`config.mk`:
```
export PLATFORM = sky130hd
export DESIGN_NAME = unique_value_set_table
export DESIGN_NICKNAME = d
export VERILOG_FILES = /design/src/sv/uvst_pkg.sv /design/src/sv/uvst_ram.sv /design/src/sv/uvst_dp.sv /design/src/sv/uvst_ctrl.sv /design/src/sv/unique_value_set_table.sv
export SDC_FILE = /design/constraint.sdc
export NUM_CORES = 1
export LEC_CHECK = 0
export ABC_AREA = 1
export BUFFER_PORTS_ARGS = -buffer_cell sky130_fd_sc_hd__buf_2
export CAP_MARGIN = 20
export CORE_UTILIZATION = 35
export DETAILED_ROUTE_END_ITERATION = 6
export HOLD_SLACK_MARGIN = 0.12
export PLACE_DENSITY = 0.61
export SETUP_SLACK_MARGIN = 0.2
export SLEW_MARGIN = 20
export SYNTH_ARGS = -nofsm -noshare
export SYNTH_HDL_FRONTEND = slang
export SYNTH_SLANG_ARGS = --single-unit
```
`constraint.sdc`:
```
create_clock -name clk -period 6.4 [get_ports clk]
set_clock_uncertainty 0.1 [all_clocks]
set_input_delay 0 -clock clk [delete_from_list [all_inputs] [get_ports clk]]
set_output_delay 0 -clock clk [all_outputs]
set_load 0.1 [all_outputs]
```
`src/sv/uvst_pkg.sv`:
```
// ---------------------------------------------------------------------------
// uvst_pkg
// Shared codes, widths and controller/datapath handshake structs for the
// unique value set table.
// ---------------------------------------------------------------------------
package uvst_pkg;

  localparam int CAPACITY_DEF = 16;
  localparam int VALUE_W      = 32;
  localparam int COUNT_W      = 5;
  localparam int OUT_TDATA_W  = 16;

  typedef enum logic [1:0] {
    ACT_INSERT = 2'd0,
    ACT_FIND   = 2'd1,
    ACT_ERASE  = 2'd2,
    ACT_CLEAR  = 2'd3
  } action_t;

  typedef enum logic [1:0] {
    ST_OK     = 2'd0,
    ST_FULL   = 2'd1,
    ST_ABSENT = 2'd2
  } status_t;

  // controller to datapath
  typedef struct packed {
    logic start;   // load the item and restart the scan
    logic scan;    // walk the stored entries
    logic finish;  // commit the operation and load the result register
  } uvst_cmd_t;

  // datapath to controller
  typedef struct packed {
    logic scan_done;
    logic out_free;
  } uvst_sts_t;

endpackage

```
`src/sv/uvst_ram.sv`:
```
// ---------------------------------------------------------------------------
// uvst_ram
// Generic single write port, single read port RAM with registered read.
// ---------------------------------------------------------------------------
module uvst_ram #(
  parameter int WIDTH = 32,
  parameter int DEPTH = 16
) (
  input  logic                     clk,
  input  logic                     we,
  input  logic [$clog2(DEPTH)-1:0] waddr,
  input  logic [WIDTH-1:0]         wdata,
  input  logic                     re,
  input  logic [$clog2(DEPTH)-1:0] raddr,
  output logic [WIDTH-1:0]         rdata
);

  logic [WIDTH-1:0] mem [DEPTH];

  always_ff @(posedge clk) begin
    if (we) begin
      mem[waddr] <= wdata;
    end
    if (re) begin
      rdata <= mem[raddr];
    end
  end

endmodule

```
`src/sv/uvst_dp.sv`:
```
// ---------------------------------------------------------------------------
// uvst_dp
// Datapath: item registers, entry scan with compare, erase shift, count
// update and the output register.
// ---------------------------------------------------------------------------
module uvst_dp
  import uvst_pkg::*;
#(
  parameter int CAPACITY = CAPACITY_DEF
) (
  input  logic                   clk,
  input  logic                   rst,
  input  uvst_cmd_t              cmd,
  output uvst_sts_t              sts,
  input  logic [1:0]             in_action,
  input  logic [VALUE_W-1:0]     in_value,
  output logic                   out_valid,
  input  logic                   out_ready,
  output logic [OUT_TDATA_W-1:0] out_data
);

  localparam int IW = (CAPACITY > 1) ? $clog2(CAPACITY) : 1;
  localparam int CW = $clog2(CAPACITY + 1);
  localparam logic [CW-1:0] CAP = CW'(CAPACITY);

  action_t           act;
  logic [VALUE_W-1:0] val;
  logic [CW-1:0]     cnt;
  logic [CW-1:0]     cnt_next;
  logic [CW-1:0]     rd_idx;
  logic              cmp_valid;
  logic [IW-1:0]     cmp_idx;
  logic              hit;

  logic              issue;
  logic              we;
  logic [IW-1:0]     waddr;
  logic [VALUE_W-1:0] wdata;
  logic [VALUE_W-1:0] rdata;
  logic              match;
  status_t           status;

  assign issue = cmd.scan && (rd_idx < cnt);
  assign match = cmp_valid && (rdata == val);

  assign sts.scan_done = (cnt == '0) ||
                         (cmp_valid && (CW'(cmp_idx) == cnt - 1'b1));
  assign sts.out_free  = !out_valid || out_ready;

  // commit logic for the finishing cycle
  always_comb begin
    cnt_next = cnt;
    status   = ST_OK;
    case (act)
      ACT_INSERT: begin
        if (!hit) begin
          if (cnt >= CAP) begin
            status = ST_FULL;
          end else begin
            cnt_next = cnt + 1'b1;
          end
        end
      end
      ACT_FIND: begin
        cnt_next = cnt;
      end
      ACT_ERASE: begin
        if (hit) begin
          cnt_next = cnt - 1'b1;
        end else begin
          status = ST_ABSENT;
        end
      end
      default: begin
        cnt_next = '0;
      end
    endcase
  end

  // entries after the hit move down one place during an erase scan
  always_comb begin
    we    = 1'b0;
    waddr = cmp_idx - 1'b1;
    wdata = rdata;
    if (cmd.finish) begin
      we    = (act == ACT_INSERT) && !hit && (cnt < CAP);
      waddr = cnt[IW-1:0];
      wdata = val;
    end else if (cmd.scan && cmp_valid && !match && hit && (act == ACT_ERASE)) begin
      we = 1'b1;
    end
  end

  uvst_ram #(
    .WIDTH(VALUE_W),
    .DEPTH(CAPACITY)
  ) u_entries (
    .clk  (clk),
    .we   (we),
    .waddr(waddr),
    .wdata(wdata),
    .re   (issue),
    .raddr(rd_idx[IW-1:0]),
    .rdata(rdata)
  );

  always_ff @(posedge clk) begin
    if (rst) begin
      cnt       <= '0;
      rd_idx    <= '0;
      cmp_valid <= 1'b0;
      hit       <= 1'b0;
      out_valid <= 1'b0;
    end else begin
      if (cmd.finish) begin
        out_valid <= 1'b1;
      end else if (out_valid && out_ready) begin
        out_valid <= 1'b0;
      end
      if (cmd.start) begin
        act       <= action_t'(in_action);
        val       <= in_value;
        rd_idx    <= '0;
        cmp_valid <= 1'b0;
        hit       <= 1'b0;
      end else if (cmd.scan) begin
        cmp_valid <= issue;
        cmp_idx   <= rd_idx[IW-1:0];
        if (issue) begin
          rd_idx <= rd_idx + 1'b1;
        end
        if (match) begin
          hit <= 1'b1;
        end
      end else if (cmd.finish) begin
        cnt       <= cnt_next;
        out_data  <= {7'd0, (cnt_next == '0), COUNT_W'(cnt_next), status, hit};
      end
    end
  end

endmodule

```
`src/sv/uvst_ctrl.sv`:
```
// ---------------------------------------------------------------------------
// uvst_ctrl
// Controller: sequences accept, entry scan and commit for one item at a time.
// ---------------------------------------------------------------------------
module uvst_ctrl
  import uvst_pkg::*;
(
  input  logic      clk,
  input  logic      rst,
  input  logic      in_valid,
  output logic      in_ready,
  input  uvst_sts_t sts,
  output uvst_cmd_t cmd
);

  typedef enum logic [1:0] {
    S_IDLE,
    S_SCAN,
    S_FINISH
  } state_t;

  state_t state;

  assign in_ready = (state == S_IDLE);

  always_comb begin
    cmd        = '0;
    cmd.start  = (state == S_IDLE) && in_valid;
    cmd.scan   = (state == S_SCAN);
    cmd.finish = (state == S_FINISH) && sts.out_free;
  end

  always_ff @(posedge clk) begin
    if (rst) begin
      state <= S_IDLE;
    end else begin
      case (state)
        S_IDLE: begin
          if (in_valid) begin
            state <= S_SCAN;
          end
        end
        S_SCAN: begin
          if (sts.scan_done) begin
            state <= S_FINISH;
          end
        end
        S_FINISH: begin
          // wait here while the previous result is still held
          if (sts.out_free) begin
            state <= S_IDLE;
          end
        end
        default: begin
          state <= S_IDLE;
        end
      endcase
    end
  end

endmodule

```
`src/sv/unique_value_set_table.sv`:
```
// ---------------------------------------------------------------------------
// unique_value_set_table
// Set of distinct 32-bit values kept packed in a RAM with a stored count;
// insert, find, erase and clear each give one result item.
// ---------------------------------------------------------------------------
//  channel  direction  tdata                      tuser
//  s_axis   in         [31:0] value               [1:0] action
//  m_axis   out        [0] found, [2:1] status,   -
//                      [7:3] count, [8] is_empty
//
//  an item passes through accept, a scan that reads the entry RAM one
//  address a cycle over the stored entries, and commit; the single RAM
//  read port sets the pace of the scan
//  erase shifts later entries down during the same scan
//  the result sits in an output register, so a stalled m_axis only holds the
//  commit cycle; reset empties the set at once, with no clearing pass
// ---------------------------------------------------------------------------
module unique_value_set_table
  import uvst_pkg::*;
#(
  parameter int CAPACITY = CAPACITY_DEF
) (
  input  logic                   clk,
  input  logic                   rst,
  input  logic                   s_axis_tvalid,
  output logic                   s_axis_tready,
  input  logic [VALUE_W-1:0]     s_axis_tdata,   // [31:0] value
  input  logic [1:0]             s_axis_tuser,   // [1:0] action
  output logic                   m_axis_tvalid,
  input  logic                   m_axis_tready,
  output logic [OUT_TDATA_W-1:0] m_axis_tdata    // found, status, count, is_empty
);

  uvst_cmd_t cmd;
  uvst_sts_t sts;

  uvst_ctrl u_ctrl (
    .clk     (clk),
    .rst     (rst),
    .in_valid(s_axis_tvalid),
    .in_ready(s_axis_tready),
    .sts     (sts),
    .cmd     (cmd)
  );

  uvst_dp #(
    .CAPACITY(CAPACITY)
  ) u_dp (
    .clk      (clk),
    .rst      (rst),
    .cmd      (cmd),
    .sts      (sts),
    .in_action(s_axis_tuser),
    .in_value (s_axis_tdata),
    .out_valid(m_axis_tvalid),
    .out_ready(m_axis_tready),
    .out_data (m_axis_tdata)
  );

endmodule
```
; Yosys cells after proc, flatten, opt, wreduce, memory -nomap -nowiden
; Memories as Yosys holds them, arrays and structs flattened. A register that Yosys moved wholly into a read port is not among the register bits.
; Index checks and enable logic that the tools add are counted.
[word_totals]
word_cells = 80
ram_bits = 512
register_bits = 62
out_inout_bits = 18
n_memories = 1
[classes]
n_lt_le_gt_ge = 3
addsub = 4
bitwise = 3
eq_ne = 9
n_mux = 20
n_reduce_logical = 30
[memory_table]
columns = name, words, word_bits, rd, rd_ports_with_merged_regs, write_ports, line
row1 = u_dp.u_entries.mem, 16, 32, 1, 1, 1, uvst_ram.sv:18  ; logic [WIDTH-1:0] mem [DEPTH];
[ops]
columns = op, count
row1 = equality test 32 bit, 1
row2 = 2-to-1 mux 32 bit, 1
row3 = 2-to-1 mux 5 bit, 3
row4 = case mux 5 bit (3 select lines), 1
row5 = logical AND 1 bit, 12
row6 = "adder 5 x 1 -> 5 bit, second input constant", 2
row7 = logical NOT 5 bit, 2
row8 = 2-to-1 mux 2 bit, 5
row9 = AND reduction 3 bit, 3
row10 = 2-to-1 mux 1 bit, 7
row11 = case mux 2 bit (3 select lines), 1
row12 = AND reduction 2 bit, 3
row13 = equality test 4 x 5 -> 1 bit, 1
row14 = ">= comparator 5 bit, second input constant", 1
row15 = less-than comparator 5 bit, 1
row16 = "less-than comparator 5 bit, second input constant", 1
row17 = "subtractor 5 x 1 -> 5 bit, second input constant", 1
row18 = "equality test 2 x 1 -> 1 bit, second input constant", 2
row19 = "equality test 2 bit, second input constant", 2
row20 = logical NOT 2 bit, 2
row21 = 2-to-1 mux 4 bit, 1
row22 = "inequality test 2 bit, second input constant", 2
row23 = case mux 2 bit (2 select lines), 1
row24 = AND reduction 4 bit, 1
row25 = other kinds (7), 12

; Depth between registers and ports, before layout
; Gate-level depths: netlist (run 1).
[depth]
depth_word = 10
depth_mapped = 12
ltp_nobuf = 12

; Hierarchy
; From an unflattened synthesis (run 1), not the netlist that was laid out.
[hier_totals]
cells_unflattened = 2569
hier_area_um2 = 26665.6
[modules_own_cells]
columns = mod, cells_each, n_inst, area_per_inst_um2, seq_area_each_um2
row1 = uvst_ram, 2120, 1, 23050.9, 16335.7
row2 = uvst_dp, 434, 1, 3507.1, 1671.6
row3 = uvst_ctrl, 15, 1, 107.6, 40.0

; Worst setup path before layout (run 1)
; Ideal clock, no wire load.
[synth_path]
kind = reg-to-reg
from = reg u_dp.out_valid
to = mem u_dp.u_entries.mem[0][0], enable pin
synth_period_minus_slack_ps = 3988
setup_ps = 432
arrival_time_ps = 3456
path_slack_ps = 2412
path_stages_with_launch = 12
n_path_buf = 1
cell_sequence = dfxtp_1 -> inv_1 -> nor2_2 -> nor2_2 -> inv_2 -> buf_6 -> nand2_1 -> o21ai_1 -> inv_1 -> nor2_2 -> nand2_1 -> a21oi_1
[synth_between]
elab_chain_cells = 6
word_cells_on_any_way = 7
[synth_lines]
columns = element, line
row1 = start: declaration, uvst_dp.sv:17  ; output logic out_valid,
row2 = start signal: assignment, uvst_dp.sv:113  ; out_valid <= 1'b0;
row3 = start signal: assignment, uvst_dp.sv:116  ; out_valid <= 1'b1;
row4 = start signal: assignment, uvst_dp.sv:118  ; out_valid <= 1'b0;
row5 = logical NOT 1 bit (*), uvst_dp.sv:48  ; assign sts.out_free = !out_valid || out_ready;
row6 = logical OR 1 bit (*), uvst_dp.sv:48
row7 = logical AND 1 bit (*), uvst_ctrl.sv:30  ; cmd.finish = (state == S_FINISH) && sts.out_free;
row8 = 2-to-1 mux 1 bit, uvst_dp.sv:85  ; if (cmd.finish) begin
row9 = 2-to-1 mux 1 bit, uvst_ram.sv:21  ; if (we) begin
row10 = 2-to-1 mux 1 bit (not written as such), uvst_ram.sv:22  ; mem[waddr] <= wdata;
row11 = end: declaration, uvst_ram.sv:18
; Every way passes the cells marked *; elsewhere a longest branch is shown, timed or not.

; Worst setup path in the final report (run 1)
[layout_path]
from = reg u_ctrl.state[0]
to = mem u_dp.u_entries.mem[10][8], enable pin
[layout_between]
elab_chain_cells = 9
word_cells_on_any_way = 12
[layout_lines]
columns = element, line
row1 = start: declaration, uvst_ctrl.sv:22  ; state_t state;
row2 = start signal: assignment, uvst_ctrl.sv:35  ; state <= S_IDLE;
row3 = start signal: assignment, uvst_ctrl.sv:40  ; state <= S_SCAN;
row4 = start signal: assignment, uvst_ctrl.sv:45  ; state <= S_FINISH;
row5 = equality test 2 x 1 -> 1 bit, uvst_ctrl.sv:29  ; cmd.scan = (state == S_SCAN);
row6 = logical AND 1 bit (4 in a row), uvst_dp.sv:89  ; end else if (cmd.scan && cmp_valid && !match && hit && (act == ACT_ERASE)) begin
row7 = 2-to-1 mux 1 bit, uvst_dp.sv:89
row8 = 2-to-1 mux 1 bit, uvst_dp.sv:85
row9 = 2-to-1 mux 1 bit, uvst_ram.sv:21
row10 = 2-to-1 mux 1 bit (not written as such), uvst_ram.sv:22
; Parallel ways exist; a longest one is shown, timed or not.

==> reports/results.tsv, run 1 <==
metric	value	unit
final slew viol count	0	
H-tree Lvls	3	
Top-Level Pins	56	
Post-layout nets	2017	
Die Wd	267	um
reg2reg start	u_ctrl.state[0]$_SDFFE_PP0P_	
GRT Overall Usage	0.157	
Worst setup SP type	register	
Hold Crit Class	input port to register	
fillcell total	6229	
Initial Util	0.356	
Crit Path Category	register to register	
synthesized flop and latch total	606	
post-synthesis cell count	1859	
# clock sinks	606	
Final min period	3.82	ns
largest net degree at the start of global routing	175	
CP peak stage delay	0.86	ns
max_slew headroom	0.227	
DRC Markers	0	
Avg WL per Cell	18.7	um
sequential power share	0.532	
Setup-failing EPs final	0	
total gr overflow	0	
Vias	15000	
Die ar.	71300	um^2
status	finished clean	
Multi-input gate area	5800	um^2
Bufs on Longest Clock Path	3	
slew at the pin closest to its max-slew limit	1.15	ns
slowest CP cell	nor2_4	
Comb pwr share	0.045	
max cap viols	0	
Worst-path clk slew	0.05	ns
DP HPWL	30800	um
clock share of power	0.423	
critical path required time	6.50	ns
Synth warnings	0	
Port-buffer cells	48	
P_sw	1750	uW
n_diodes	0	
Net Sw Frac	0.210	
CTS root buf	clkbuf_16	
Final period util	0.597	
Core ar.	69100	um^2
Hold Path Origin	m_axis_tready	
post-synth cell types	38	
clk_lat worst skew	0.59	ns
Worst Path Arrival	3.93	ns
first-pass GRT wire length	85800	um
Seq/Total Area, Yosys	0.734	
area grow syn2layout	16.5	%
register area	18100	um^2
Initial DRC Count	1206	
Final TNS setup	0	ns
Critical Path Start	u_ctrl.state[0]$_SDFFE_PP0P_	
maximum clock rate	0.262	GHz
Routed WL	55200	um
row count	96	
DR vias/cell	5.08	
syn_area_per_cell	13.2	um^2
final core occ	0.415	
P_leak	0.00939	uW
CTS tree	built	
pwr dens	291	nW/um^2
Mapped Area	24600	um^2
cts bufs inserted	66	
RSZ-0062 raised after global routing	no	
critical path endpoint category	register	
Hold Vio Cnt, Final	0	
crit-path cells	inv_1 -> nand2_1 -> nor2_4 -> buf_4 -> inv_2 -> o21ai_1 -> inv_1 -> nor2_1 -> nand2_1 -> nor2_4	
vias in the first global route	14700	
post-cts sizing count	0	
Int Pwr	6590	uW
Die Y	267	um
initial antenna violation count	0	
VDD IR max	0.184	mV
fraction of layout cells with a size suffix above 1	0.105	
CP Max Fanout	48	
Detail Route Antenna Nets	0	
Pre-antenna DRT Iters	5	
GP Congestion	0.783	
[power by group through the flow]
stage / registers [uW] / clock network, uW / logic (uW)
3_5_place_dp: 4520 / 0 / 341
3_3_place_gp: 4520 / 0 / 331
2_1_floorplan: 4520 / 0 / 238
4_1_cts: 4440 / 3590 / 376
5_1_grt: 4440 / 3750 / 415
6_report: 4440 / 3530 / 375
[flip-flops by register name, indices dropped and copies added, names as in the netlist]
signal and flops:
u_dp.u_entries.mem 512, u_dp.cmp_valid 1, u_dp.act 2, u_dp.u_entries.rdata 32, u_ctrl.state 2, u_dp.out_data 9, u_dp.rd_idx 5, u_dp.out_valid 1
u_dp.cmp_idx 4, u_dp.val 32, u_dp.cnt 5, u_dp.hit 1
[cell families (layout without fill, tap and decap cells)]
logic type | after synthesis | in the layout | synth area share
xor gates and xnor gates | 26 | 26 | 0.00927
AOI/OAI and AO/OA | 335 | 335 | 0.0902
buffers and inverters | 181 | 335 | 0.0373
muxes | 50 | 50 | 0.0204
adders and majority gates | 8 | 8 | 0.00407
other | 1 | 7 | 0.000153
DFF | 606 | 606 | 0.734
and+or+nand+nor | 652 | 652 | 0.104
[cells in the mapped netlist, drive strengths merged]
cell | n | area (um^2)
a21oi | 19 | 95.1
mux2i | 50 | 500
nand2 | 241 | 905
clkinv | 4 | 15.0
and3 | 1 | 6.26
o21a | 2 | 15.0
o22ai | 14 | 87.6
dfxtp | 15 | 300
clkbuf | 51 | 193
conb | 1 | 3.75
o32ai | 64 | 561
a211oi | 1 | 12.5
xnor2 | 22 | 193
o21ai | 170 | 862
a22oi | 1 | 7.51
nand4 | 7 | 43.8
inv | 63 | 239
nor3 | 4 | 20.0
nor2 | 335 | 1270
xor2 | 4 | 35.0
o211ai | 28 | 260
or2 | 2 | 12.5
edfxtp | 591 | 17700
o221ai | 36 | 315
buf | 63 | 470
ha | 8 | 100
nand3 | 62 | 310
[cell type report]
cell class / count / share of cell area
flip-flops and latches: 606 / 0.631
multi-input cells: 1078 / 0.202
clock buffers: 85 / 0.0617
repair buffers: 152 / 0.0475
well taps: 931 / 0.0407
inverters: 67 / 0.00896
clock inverters: 31 / 0.00817
[path summary, 6_finish.rpt]
kind,endpoint,slack (ns),cells after the start
setup / recovery,u_dp.u_entries.mem[10][8]$_DFFE_PP_,2.58,10
setup reg to reg,u_dp.u_entries.mem[10][8]$_DFFE_PP_,2.58,10
hold reg to reg,u_dp.rd_idx[4]$_SDFFE_PN0P_,0.39,2
hold / removal,u_dp.out_valid$_SDFFE_PP0P_,0.22,4
[stage by stage]
| step | power [uW] | instances | setup slack (ns) | hold slack [ns] | instance area [um^2] |
|---|---|---|---|---|---|
| finish | 8340 | 2950 | 2.58 | 0.218 | 28600 |
| global route | 8600 | 2950 | 2.25 | 0.221 | 28600 |
| CTS | 8410 | 2947 | 2.55 | 0.199 | 28500 |
| detailed placement | 4860 | 2757 | 2.56 | 0.0781 | 25800 |
| global placement | 4850 | 2752 | 2.51 | 0.0800 | 25700 |
| floorplan | 4760 | 1865 | 2.41 | -0.00113 | 24600 |
[timing repair]
| item | 4_1_cts | 5_1_grt |
|---|---|---|
| endpoints found under the hold margin | 69 | 0 |
| hold buffers | 74 | 0 |
| buffers inserted | 0 | 0 |
[per-layer routing]
metal | global-route usage | vias to the layer above | wire length [um] | part of all wire
met5 | 0 | - | 0 | 0
met4 | 0.0561 | 0 | 1590 | 0.029
met3 | 0.0281 | 99 | 2890 | 0.052
met2 | 0.255 | 428 | 26400 | 0.48
met1 | 0.211 | 7442 | 24400 | 0.44
li1 | - | 7010 | - | -
[critical path, delay by kind of cell, from the launching register on]
kind	cells	cell delay, ns
AO/OA/AOI/OAI	1	0.36
buffers and inverters	4	1.23
AND/OR/NAND/NOR	5	1.39
flip-flops	1	0.31
[cell usage in the layout, fill, tap and decap left out, types with 36 or more instances in the layout]
cell type      count
nand2_1          241
o32ai_1           64
o221ai_1          36
nor2_1           315
dlygate4sd3_1     74
inv_1             58
nand3_1           62
o21ai_0          151
mux2i_1           50
clkbuf_16         68
edfxtp_1         591
buf_2             48
Power figures use the tool's default switching activity.
==> run 2, diff against run 1 <==
Settings changed: PLACE_DENSITY 0.61 to 0.62.
Clock period 6.4 ns to 3.2 ns, I/O delays scaled along.
==> run 2 against run 1 <==
Register-to-register slack got worse by 2.2 ns. Final cell count increased by 1.1%. Clock-buffer cell count decreased by 20. Clock power increased by 110%. Cell area increased by 2.0%. Combinational power increased by 120%.
==> reports/results.tsv, run 2 (synthesis results as in run 1) <==
metric	value	unit	change
status	finished clean		unchanged
Final min period	2.81	ns	was 3.82 ns
VDD IR max	0.403	mV	was 0.184 mV
Core ar.	69100	um^2	unchanged
Pre-antenna DRT Iters	5		unchanged
first-pass GRT wire length	90700	um	was 85800 um
Setup-failing EPs final	0		unchanged
Largest regs	u_dp.u_entries.mem x512, u_dp.u_entries.rdata x32, u_dp.val x32		unchanged
commonest non-fill, non-tap cells in the layout	edfxtp_1, nor2_1, nand2_1		unchanged
reg2reg start	u_dp.u_entries.rdata[17]$_DFFE_PP_		was u_ctrl.state[0]$_SDFFE_PP0P_
Crit Path Category	register to register		unchanged
Final period util	0.879		was 0.597
Hold Vio Cnt, Final	0		unchanged
Hold Crit Depth	4		unchanged
CP peak stage delay	0.85	ns	was 0.86 ns
cell area after layout	29200	um^2	was 28600 um^2
Post-layout nets	2055		was 2017
H-tree Lvls	2		was 3
DRC Markers	0		unchanged
cell mode on critical path	nand2_1		
Initial DRC Count	1334		was 1206
largest net degree at the start of global routing	140		was 175
most common cell after layout, fill and taps aside	edfxtp_1		unchanged
Hold Path Origin	m_axis_tready		unchanged
placed insts	2797		was 2757
Hold Crit Class	input port to register		unchanged
RSZ-0062 raised after global routing	no		unchanged
final core occ	0.423		was 0.415
max cap viols	0		unchanged
area grow syn2layout	18.9	%	was 16.5%
P_leak	0.00968	uW	was 0.00939 uW
critical path required time	3.34	ns	was 6.50 ns
slowest CP cell	nor2_2		was nor2_4
Die ar.	71300	um^2	unchanged
Worst Path Arrival	2.95	ns	was 3.93 ns
Largest Register	u_dp.u_entries.mem		unchanged
Die Wd	267	um	unchanged
n_diodes	0		unchanged
pre-CTS setup slack	0.127	ns	was 2.56 ns
slew at the pin closest to its max-slew limit	1.02	ns	was 1.15 ns
Avg WL per Cell	20.1	um	was 18.7 um
GP Congestion	0.842		was 0.783
crit-path cells	xnor2_1 -> nand2_1 -> nor2_1 -> nand2_1 -> nor2_1 -> nand2_1 -> nand2_1 -> nand2_1 -> nand2_1 -> nor2_2		was inv_1 -> nand2_1 -> nor2_4 -> buf_4 -> inv_2 -> o21ai_1 -> inv_1 -> nor2_1 -> nand2_1 -> nor2_4
GRT Overall Usage	0.168		was 0.157
placed cell area	26200	um^2	was 25800 um^2
max reg flops	512		unchanged
row count	96		unchanged
Worst setup SP type	register		unchanged
Worst-path clk slew	0.06	ns	was 0.05 ns
Initial Util	0.356		unchanged
pwr dens	584	nW/um^2	was 291 nW/um^2
CP Max Fanout	12		was 48
Detail Route Antenna Nets	0		unchanged
critical path endpoint category	register		unchanged
Routed WL	59900	um	was 55200 um
clk_lat worst skew	0.63	ns	was 0.59 ns
Vias	15300		was 15000
DR vias/cell	5.12		was 5.08
max_slew headroom	0.322		was 0.227
cts bufs inserted	59		was 66
CTS root buf	clkbuf_16		unchanged
vias in the first global route	15100		was 14700
Final WS setup	0.388	ns	was 2.58 ns
# clock sinks	606		unchanged
DP HPWL	34800	um	was 30800 um
CTS tree	built		unchanged
final slew viol count	0		unchanged
Top-Level Pins	56		unchanged
initial antenna violation count	0		unchanged
total gr overflow	0		unchanged
maximum clock rate	0.356	GHz	was 0.262 GHz
final non-filler cell total	2983		was 2950
Bufs on Longest Clock Path	3		unchanged
Critical Path Start	u_dp.u_entries.rdata[17]$_DFFE_PP_		was u_ctrl.state[0]$_SDFFE_PP0P_
Die Y	267	um	unchanged
Worst R2R Path Depth	10		unchanged
Port-buffer cells	48		unchanged
fraction of layout cells with a size suffix above 1	0.129		was 0.105
[run 2: critical path, delay by kind of cell, from the launching register on]
kind / cells / cell delay, ns
AND/OR/NAND/NOR: 9 / 1.76
flip-flops: 1 / 0.41
XOR/XNOR: 1 / 0.15
[run 2: area by class of cell]
| cell class | count | area [um^2] |
|---|---|---|
| multi-input combinational | 1079 | 5800 |
| clock inverter | 39 | 531 |
| inverter | 67 | 256 |
| clock buffer | 65 | 1520 |
| fill | 6138 | 39900 |
| timing repair buffer | 196 | 1890 |
| tap | 931 | 1160 |
| sequential | 606 | 18100 |
[run 2: path summary, 6_finish.rpt]
kind / endpoint / slack, ns
setup / recovery: u_dp.u_entries.mem[1][25]$_DFFE_PP_ / 0.39
hold / removal: u_dp.out_valid$_SDFFE_PP0P_ / 0.22
setup reg to reg: u_dp.u_entries.mem[1][25]$_DFFE_PP_ / 0.39
hold reg to reg: u_dp.rd_idx[4]$_SDFFE_PN0P_ / 0.39
[run 2: repair_timing]
item / 4_1_cts / 5_1_grt
setup endpoints to repair: 137 / 77
buffers inserted: 0 / 3
gates resized for setup: 0 / 1
hold buffers: 74 / 0
cloned: 1 / 0
endpoints found under the hold margin: 87 / 0
pin swaps: 1 / 3
[run 2: where the power goes]
part           switching (uW)  leakage (uW)  internal [uW]  total (uW)
Combinational             573       0.00322            252         825
Clock                    3000      0.000995           4390        7390
Sequential               38.3       0.00546           8820        8860
Total                    3610       0.00968          13500       17100
[run 2: stage by stage]
step | TNS [ns] | hold WS, ns | power, uW
2_1_floorplan | -21.48 | -0.00113 | 9520
3_3_place_gp | 0 | 0.0817 | 9770
3_5_place_dp | 0 | 0.0788 | 9790
4_1_cts | 0 | 0.172 | 17200
5_1_grt | 0 | 0.223 | 17500
6_report | 0 | 0.222 | 17100
[run 2: layer usage]
layer / wire length (um) / vias to the layer above / track usage
li1: - / 7096 / -
met1: 26200 / 7589 / 0.226
met2: 28500 / 474 / 0.277
met3: 3500 / 108 / 0.0238
met4: 1720 / 0 / 0.0621
met5: 0 / - / 0
